### src/sv/stiffly_stable_step_update_unit_assert.svh
// ----------------------------------------------------------------------------
// stiffly stable step update assertion macros
// shared concurrent assertion forms, clocked on clk and disabled in rst
// ----------------------------------------------------------------------------
`ifndef STIFFLY_STABLE_STEP_UPDATE_UNIT_ASSERT_SVH
`define STIFFLY_STABLE_STEP_UPDATE_UNIT_ASSERT_SVH

// antecedent in a cycle implies consequent in the same cycle
`define SSU_ASSERT_IMPLY(lbl, ante, cons, msg) \
  lbl: assert property (@(posedge clk) disable iff (rst) (ante) |-> (cons)) \
    else $error(msg);

// condition never holds at a clock edge
`define SSU_ASSERT_NEVER(lbl, cond, msg) \
  lbl: assert property (@(posedge clk) disable iff (rst) !(cond)) \
    else $error(msg);

`endif

### src/sv/ssu_fifo.sv
// ----------------------------------------------------------------------------
// ssu_fifo
// small register queue; a push is taken while full if a pop happens too
// ----------------------------------------------------------------------------
`include "stiffly_stable_step_update_unit_assert.svh"

module ssu_fifo #(
  parameter int WIDTH = 8,
  parameter int DEPTH = 4
) (
  input  logic             clk,
  input  logic             rst,
  input  logic             push,
  input  logic [WIDTH-1:0] wdata,
  output logic             full,
  input  logic             pop,
  output logic [WIDTH-1:0] rdata,
  output logic             empty
);

  localparam int PTR_W = (DEPTH > 1) ? $clog2(DEPTH) : 1;
  localparam int CNT_W = $clog2(DEPTH + 1);

  logic [WIDTH-1:0] slots [DEPTH];
  logic [PTR_W-1:0] rptr;
  logic [PTR_W-1:0] wptr;
  logic [CNT_W-1:0] count;

  assign full  = (count == CNT_W'(DEPTH));
  assign empty = (count == '0);
  assign rdata = slots[rptr];

  always_ff @(posedge clk) begin
    if (push) begin
      slots[wptr] <= wdata;
    end
  end

  always_ff @(posedge clk) begin
    if (rst) begin
      rptr  <= '0;
      wptr  <= '0;
      count <= '0;
    end else begin
      if (push) begin
        wptr <= (wptr == PTR_W'(DEPTH - 1)) ? '0 : wptr + 1'b1;
      end
      if (pop) begin
        rptr <= (rptr == PTR_W'(DEPTH - 1)) ? '0 : rptr + 1'b1;
      end
      case ({push, pop})
        2'b10:   count <= count + 1'b1;
        2'b01:   count <= count - 1'b1;
        default: count <= count;
      endcase
    end
  end

  `SSU_ASSERT_NEVER(fifo_no_overflow, push && full && !pop, "queue written while full")
  `SSU_ASSERT_NEVER(fifo_no_underflow, pop && empty, "queue read while empty")

endmodule

### config.mk
export PLATFORM = sky130hd
export DESIGN_NAME = ssu_fifo
export DESIGN_NICKNAME = d
export VERILOG_FILES = /design/src/sv/ssu_fifo.sv
export VERILOG_INCLUDE_DIRS = /design/src /design/src/sv
export SDC_FILE = /design/constraint.sdc
export NUM_CORES = 1
export LEC_CHECK = 0
export BUFFER_PORTS_ARGS = -buffer_cell sky130_fd_sc_hd__buf_2
export CAP_MARGIN = 0
export CORE_ASPECT_RATIO = 0.8
export CORE_MARGIN = 2
export CORE_UTILIZATION = 50
export DETAILED_ROUTE_END_ITERATION = 8
export GPL_TIMING_DRIVEN = 0
export PLACE_DENSITY_LB_ADDON = 0.25
export SYNTH_ARGS = -nofsm -noshare
export SYNTH_HDL_FRONTEND = slang
export SYNTH_SLANG_ARGS = --single-unit
### constraint.sdc
create_clock -name clk -period 1.65 [get_ports clk]
set_input_delay 0.4125 -clock clk [delete_from_list [all_inputs] [get_ports clk]]
set_output_delay 0.4125 -clock clk [all_outputs]
set_load 0.05 [all_outputs]
==> results of run 1 <==
==> final timing paths <==
check	to	from
hold reg to reg	count[0]	count[0]
setup reg to reg	count[2]	count[0]
setup / recovery	rdata[2]	register
hold / removal	slots[2][5]	wdata[5]
==> flip-flops by register name, indices dropped and copies added, names as in the netlist, named ones only <==
signal and cells:
slots 32, count 3, rptr 2, wptr 2
==> cell usage in the layout, fill, tap and decap left out, types with 3 or more instances in the layout <==
master	synthesis	layout
sky130_fd_sc_hd__and2_1	4	4
sky130_fd_sc_hd__inv_1	6	4
sky130_fd_sc_hd__ha_1	6	5
sky130_fd_sc_hd__mux4_2	8	8
sky130_fd_sc_hd__clkbuf_8	0	5
sky130_fd_sc_hd__nor2_1	8	8
sky130_fd_sc_hd__mux2i_1	3	3
sky130_fd_sc_hd__buf_2	0	11
sky130_fd_sc_hd__dfxtp_1	9	7
sky130_fd_sc_hd__edfxtp_1	32	32
sky130_fd_sc_hd__buf_6	1	8
==> final cells by class <==
cell class	count	area (µm²)	area share (%)
sequential	41	1140	57.6
multi-input combinational	40	459	23.1
timing repair buffer	22	175	8.83
clock buffer	6	72.6	3.66
tap	40	50.0	2.52
clock inverter	2	33.8	1.70
buffer	2	25.0	1.26
inverter	6	25.0	1.26
==> logic make-up (layout without fill, tap and decap cells) <==
family	after synthesis	count (layout)	synth area share (%)
and+or+nand+nor	16	16	5.00
buffers and inverters	8	38	2.42
AOI/OAI and AO/OA	4	4	1.25
xor gates and xnor gates	2	2	1.09
adders and majority gates	7	7	5.93
DFF	41	41	71.2
muxes	11	11	13.1
==> critical path, cell delays in order, from the launching register on <==
cell and delay [ns]:
sky130_fd_sc_hd__dfxtp_2 0.34, sky130_fd_sc_hd__buf_12 0.14, sky130_fd_sc_hd__mux4_2 0.53, sky130_fd_sc_hd__buf_8 0.17
==> power by group through the flow <==
stage	Clock, mW	Sequential [mW]	Combinational [mW]
6_report	0.744	1.20	0.431
2_1_floorplan	0	1.21	0.282
5_1_grt	0.801	1.20	0.465
4_1_cts	0.762	1.20	0.416
3_3_place_gp	0	1.21	0.358
3_5_place_dp	0	1.22	0.370
==> stage by stage <==
step / TNS [ns] / cell area, µm²
2_1_floorplan: 0 / 1610
3_3_place_gp: -0.210 / 1770
3_5_place_dp: -0.320 / 1770
4_1_cts: -1.76 / 1930
5_1_grt: -2.00 / 1980
6_report: -1.58 / 1980
==> per-layer routing <==
metal | share of wire [%] | wire, µm | vias to the layer above | global-route usage (%)
met1 | 43 | 1050 | 398 | 17.2
met2 | 53 | 1320 | 14 | 29.0
met5 | 0 | 0 | - | 0
li1 | - | - | 389 | -
met4 | 0.49 | 12 | 0 | 6.12
met3 | 3.3 | 82 | 2 | 3.70
==> repair_timing <==
action	CTS	global route
setup endpoints to repair	8	9
gates resized for setup	19	13
pin swaps	0	4
setup buffers	0	1
cloned	0	0
==> cells in the mapped netlist (all sizes together) <==
library cell   n
or3            1
ha             6
mux2i          3
mux4           8
and3           1
and2           4
inv            6
clkbuf         1
o21ai          1
buf            1
dfxtp          9
nor3b          1
nor2           8
edfxtp        32
xor2           2
fa             1
a21oi          3
nor3           1
==> flow_summary.ini, run 1 <==
[status]
run_status = finished, violations left
failing_checks = negative setup slack

[setup_path]
internal_reg_to_reg_setup_slack_ns = 0.07
reg2reg_depth = 5
endpoint_kind = primary output
critPathRequiredTime_ns = 1.24
cp.arrival_ns = 1.45
critPathLaunchType = register
worstSetupPathType = register to primary output
cp_max_fo = 8

[finish]
final_core_utilization_pct = 64.8
num-nets-final = 137
final_layout_fill_cell_count = 244
flow.area_growth_from_synthesis_pct = 23.8
post_route_cells_drive_above_1_share_pct = 40.3
finalNonFillerCells = 159
insertedDiodeCount = 0

[grt]
grtUsageTotal_pct = 15.5
grt_antenna_before_repair = 0
grt_overflow = 0
number_of_global_route_vias_before_repair = 843
grt_pass1_wl_um = 3810
grt_max_degree = 13

[clocking]
cts-hold-fix-buffers = 0
cts_made_buffers = 5
htreeDepth = 2
clk-insertion-delay-late_ns = 0.27
numClockSinks = 41
clk_transition_reported_paths_ns = 0.07
cts_tree = built
root_buffer = sky130_fd_sc_hd__clkbuf_8
max-clock-path-buffers = 2

[sta]
post-route-period-util_pct = 113
final_setup_skew_ns = 0.00380
worst_hold_slack_ns = 0.347
timing.final.hold_violations = 0
fmaxAchievable_mhz = 536
max_slew.worst_pin.slew_ns = 0.454
final.setup.worst_slack_ns = -0.214
finalSetupViolations = 8
worst_slew_margin_rel_pct = 69.7
timing_max_transition_violations_final = 0
finalWorstPathRequiredPeriod_ns = 1.86
rsz0062_at_grt = yes

[synth]
synth_fp_nets = 108
synth_top_area_cell = sky130_fd_sc_hd__edfxtp_1
postSynthRegisterBits = 41
post_synth_num_cell_types = 18
synth_top_area_share_pct = 60.0
sequential_cell_area_fraction_in_the_yosys_report_pct = 71.2
synth-warning-count = 0
synth_cells = 89
mappedNetlistArea_um2 = 1600
post_synth.cell_area_avg_um2 = 18.0
synth_area_leaders = sky130_fd_sc_hd__edfxtp_1 (60%), sky130_fd_sc_hd__dfxtp_1 (11%), sky130_fd_sc_hd__mux4_2 (11%), sky130_fd_sc_hd__ha_1 (4.7%), sky130_fd_sc_hd__mux2i_1 (1.9%)

[power_and_ir_drop]
p_comb_share_pct = 18.2
power.sequential.fraction_pct = 50.5
p_sw_share_pct = 24.5
power.leakage_nw = 0.727
power_per_cell_area_nw_per_um2 = 1200
power.switching_uw = 581
report.power.total_mw = 2.37
clockPowerShare_pct = 31.4
vdd_ir_drop_max_uv = 808
cell_internal_pwr_mw = 1.79

[worst_hold_path]
hold_class = primary input to register
worst_hold_path.num_cells = 1

[placement]
routabilityCongestion = 0.690
detailedPlacementHpwl_um = 1780
dp_worst_setup_slack_ns = -0.265
placement.io_buffers = 21
numPlacedInstances = 150

[route]
vias = 803
via_per_inst = 5.05
totalWireLength_um = 2470
drtAntennaViolNets = 0
drc_errors = 0
drtPass1Iterations = 4
detail_route.iter0.violations = 39
drt-wirelength-per-cell_um = 15.5

[floorplanning]
top_level_ports = 22
floorplan.die.width_um = 67.3
fp.dieArea_um2 = 3680
height_of_the_chip_um = 54.6
floorplan.core_area_um2 = 3060
floorplan.initialDensity_pct = 52.3
row_count = 18

[job]
cap_viol_max_count = 0
Power figures use the tool's default switching activity.
==> inputs of run 2 (changes only) <==
Settings changed: GPL_TIMING_DRIVEN 0 to not set.
==> flow_summary.ini, run 2 (synthesis gave the netlist of run 1 again) <==
[setup_path]
endpoint_kind = primary output
critPathLaunchType = register
cp.arrival_ns = 1.44
r2r_end = count[2]
crit_path_end = rdata[3]
reg2reg_from = count[0]
reg2reg_depth = 5
cp_max_fo = 4
internal_reg_to_reg_setup_slack_ns = 0.14
critPathRequiredTime_ns = 1.24
worstSetupPathType = register to primary output

[floorplanning]
row_count = 18
top_level_ports = 22
floorplan.die.width_um = 67.3
fp.dieArea_um2 = 3680
height_of_the_chip_um = 54.6
floorplan.core_area_um2 = 3060
floorplan.initialDensity_pct = 52.3

[clocking]
root_buffer = sky130_fd_sc_hd__clkbuf_8
numClockSinks = 41
post-cts-setup-buffer-count = 0
cts-hold-fix-buffers = 0
max-clock-path-buffers = 2
clk-insertion-delay-late_ns = 0.28
htreeDepth = 2
clk_transition_reported_paths_ns = 0.07
post_cts_resize_count = 19
cts_made_buffers = 5
cts_tree = built

[placement]
detailedPlacementHpwl_um = 1930
dp_worst_setup_slack_ns = -0.176
placement.io_buffers = 21
routabilityCongestion = 0.664

[grt]
grt_pass1_wl_um = 4250
grt_max_degree = 14
number_of_global_route_vias_before_repair = 906
grt_antenna_before_repair = 0
grtUsageTotal_pct = 17.1
grt_overflow = 0

[finish]
reg_top3 = slots: 32 flops, count: 3 flops
insertedDiodeCount = 0
post_route_cells_drive_above_1_share_pct = 42.3
commonest_non_fill_non_tap_cells_in_the_layout = sky130_fd_sc_hd__edfxtp_1 (32), sky130_fd_sc_hd__buf_2 (12), sky130_fd_sc_hd__buf_4 (12), sky130_fd_sc_hd__buf_6 (10)
flow.area_growth_from_synthesis_pct = 25.6
registers.top_by_ff_count = slots
layout.cells.most_common = sky130_fd_sc_hd__edfxtp_1
num-nets-final = 148
final_core_utilization_pct = 65.7
largest_register_ff_count = 32

[job]
cap_viol_max_count = 0

[sta]
timing.final.hold_violations = 0
finalWorstPathRequiredPeriod_ns = 1.86
rsz0062_at_grt = yes
post-route-period-util_pct = 113
worst_hold_slack_ns = 0.341
timing_max_transition_violations_final = 0
worst_slew_margin_rel_pct = 83.6
final_setup_skew_ns = 0.00383
finalSetupTns_ns = -1.57
max_slew.worst_pin.slew_ns = 0.248
final.setup.worst_slack_ns = -0.207
fmaxAchievable_mhz = 539
finalSetupViolations = 8

[route]
via_per_inst = 5.04
vias = 856
drt-wirelength-per-cell_um = 15.2
totalWireLength_um = 2580
drtAntennaViolNets = 0
drc_errors = 0
detail_route.iter0.violations = 39
drtPass1Iterations = 3

[worst_hold_path]
worst_hold_path.num_cells = 1
hold_class = primary input to register

[status]
failing_checks = negative setup slack
run_status = finished, violations left

[power_and_ir_drop]
vdd_ir_drop_max_uv = 879
power_per_cell_area_nw_per_um2 = 1130
power.leakage_nw = 0.768
run 2: per-layer routing:
layer  vias to the layer above  wire length [µm]  track usage (%)
met2                        19              1330             29.0
met3                         2               126             6.58
li1                        412                 -                -
met4                         0                10             6.12
met1                       423              1120             20.0
met5                         -                 0                0
run 2: area by class of cell:
cell class                 instances  area, µm²
sequential                        41       1140
fill                             229       1050
multi-input combinational         40        433
timing repair buffer              35        270
clock buffer                       7       86.3
tap                               40       50.0
inverter                           6       22.5
clock inverter                     1       7.51
run 2: where the power goes:
| part | internal [mW] | switching [mW] |
|---|---|---|
| Clock | 0.339 | 0.310 |
| Combinational | 0.179 | 0.256 |
| Sequential | 1.17 | 0.0293 |
| Total | 1.69 | 0.595 |
run 2: critical path, cell delays in order (launching register included):
cell and delay, ns:
sky130_fd_sc_hd__dfxtp_2 0.35, sky130_fd_sc_hd__buf_6 0.13, sky130_fd_sc_hd__mux4_2 0.51, sky130_fd_sc_hd__buf_6 0.17
run 2: metrics by stage:
stage | power [mW] | instance area (µm²) | instances
after floorplan | 1.49 | 1610 | 89
after global placement | 1.60 | 1860 | 162
after detailed placement | 1.61 | 1860 | 162
after CTS | 2.30 | 2010 | 170
after global routing | 2.38 | 2010 | 170
final | 2.28 | 2010 | 170
run 2: how the worst min path moves through the flow:
stage / from / endpoint / slack [ns]
global route: wdata[1] / slots[3][1] / 0.33
floorplan: count[2] / count[2] / 0.47
detailed placement: count[2] / count[2] / 0.55
finish: wdata[2] / slots[1][2] / 0.34
CTS: wdata[2] / slots[1][2] / 0.33
global placement: count[2] / count[2] / 0.49
==> inputs of run 3 (changes only) <==
Settings changed: PLACE_DENSITY set to 0.74, PLACE_DENSITY_LB_ADDON 0.25 to not set, RECOVER_POWER set to 100.
==> flow_summary.ini, run 3 (synthesis gave the netlist of run 1 again) <==
[finish]
final_core_utilization_pct = 65.0
num-nets-final = 147
final_layout_fill_cell_count = 242
flow.area_growth_from_synthesis_pct = 24.1
regArea_um2 = 1140
registers.top_by_ff_count = slots
post_route_cells_drive_above_1_share_pct = 30.2
insertedDiodeCount = 0
reg_top3 = slots: 32 flops, count: 3 flops
layout.cells.most_common = sky130_fd_sc_hd__edfxtp_1
area_occupied_by_multi_input_gates_um2 = 434
largest_register_ff_count = 32
finalNonFillerCells = 169
commonest_non_fill_non_tap_cells_in_the_layout = sky130_fd_sc_hd__edfxtp_1 (32), sky130_fd_sc_hd__clkbuf_1 (15), sky130_fd_sc_hd__mux4_2 (8), sky130_fd_sc_hd__nor2_1 (8), sky130_fd_sc_hd__buf_6 (8)

[power_and_ir_drop]
power.leakage_nw = 0.726
cell_internal_pwr_mw = 1.79
p_comb_share_pct = 17.9
p_sw_share_pct = 25.1
power.sequential.fraction_pct = 50.3
clockPowerShare_pct = 31.8
power_per_cell_area_nw_per_um2 = 1200
vdd_ir_drop_max_uv = 866
power.switching_uw = 599

[sta]
fmaxAchievable_mhz = 532
final.setup.worst_slack_ns = -0.229
finalSetupTns_ns = -1.72
rsz0062_at_grt = yes
post-route-period-util_pct = 114
timing.final.hold_violations = 0
final_setup_skew_ns = 0.00265
timing_max_transition_violations_final = 0
finalWorstPathRequiredPeriod_ns = 1.88
finalSetupViolations = 8
worst_hold_slack_ns = 0.380
max_slew.worst_pin.slew_ns = 0.540
worst_slew_margin_rel_pct = 64.0

[clocking]
clk-insertion-delay-late_ns = 0.29
root_buffer = sky130_fd_sc_hd__clkbuf_8
numClockSinks = 41
clk_transition_reported_paths_ns = 0.07
cts_made_buffers = 5
max-clock-path-buffers = 2
cts_tree = built
htreeDepth = 2

[setup_path]
internal_reg_to_reg_setup_slack_ns = 0.14
critPathLaunchType = register
worstSetupPathType = register to primary output
cp_max_fo = 5
cp.arrival_ns = 1.47
critPathRequiredTime_ns = 1.24
endpoint_kind = primary output

[floorplanning]
top_level_ports = 22
floorplan.die.width_um = 67.3
fp.dieArea_um2 = 3680
height_of_the_chip_um = 54.6
floorplan.core_area_um2 = 3060
row_count = 18
floorplan.initialDensity_pct = 52.3

[grt]
grtUsageTotal_pct = 17.4
number_of_global_route_vias_before_repair = 881
grt_antenna_before_repair = 0
grt_max_degree = 13
grt_overflow = 0
grt_pass1_wl_um = 4200

[route]
drc_errors = 0
drtAntennaViolNets = 0
totalWireLength_um = 2710
drt-wirelength-per-cell_um = 16.0
via_per_inst = 4.91
vias = 829
detail_route.iter0.violations = 34
drtPass1Iterations = 4

[worst_hold_path]
hold_class = primary input to register

[placement]
dp_worst_setup_slack_ns = -0.204
placement.io_buffers = 21
numPlacedInstances = 161
routabilityCongestion = 0.782
detailedPlacementHpwl_um = 1990

[job]
cap_viol_max_count = 0

[status]
failing_checks = negative setup slack
run_status = finished, violations left
[run 3: per-layer routing]
| metal | track usage (%) | up-vias | part of all wire (%) | wire [µm] |
|---|---|---|---|---|
| li1 | - | 408 | - | - |
| met1 | 18.3 | 407 | 39 | 1060 |
| met2 | 32.2 | 14 | 57 | 1540 |
| met3 | 6.79 | 0 | 4.4 | 119 |
| met4 | 6.12 | 0 | 0 | 0 |
| met5 | 0 | - | 0 | 0 |
[run 3: power groups by stage]
stage,clock network [mW],registers (mW),logic [mW]
floorplan,0,1.21,0.282
global placement,0,1.21,0.384
detailed placement,0,1.22,0.399
CTS,0.776,1.20,0.440
global route,0.815,1.21,0.461
finish,0.758,1.20,0.427
[run 3: timing repair]
action,CTS,global route
gates resized for setup,17,3
setup endpoints to repair,8,9
hold buffers,0,0
pin swaps,0,0
setup buffers,0,0
[run 3: final timing paths]
kind         startpoint        to  cells after the start
max            register  rdata[2]                      3
min                 rst  count[2]                      2
max reg2reg    count[1]  count[2]                      5
min reg2reg    count[0]  count[0]                      2
[run 3: critical path, stage by stage, from the launching register on]
cell and delay (ns):
sky130_fd_sc_hd__dfxtp_2 0.35, sky130_fd_sc_hd__buf_12 0.12, sky130_fd_sc_hd__mux4_2 0.52, sky130_fd_sc_hd__buf_6 0.17
[run 3: final cells by class]
| class | instances | area share (%) |
|---|---|---|
| inverter | 6 | 1.13 |
| multi-input combinational | 40 | 21.8 |
| clock inverter | 2 | 1.70 |
| tap | 40 | 2.52 |
| sequential | 41 | 57.5 |
| clock buffer | 6 | 3.65 |
| timing repair buffer | 34 | 11.7 |
[run 3: per-stage QoR]
stage	instance area, µm²	power, mW
6_report	1990	2.38
5_1_grt	1990	2.48
4_1_cts	2020	2.42
3_5_place_dp	1860	1.62
3_3_place_gp	1860	1.60
2_1_floorplan	1610	1.49
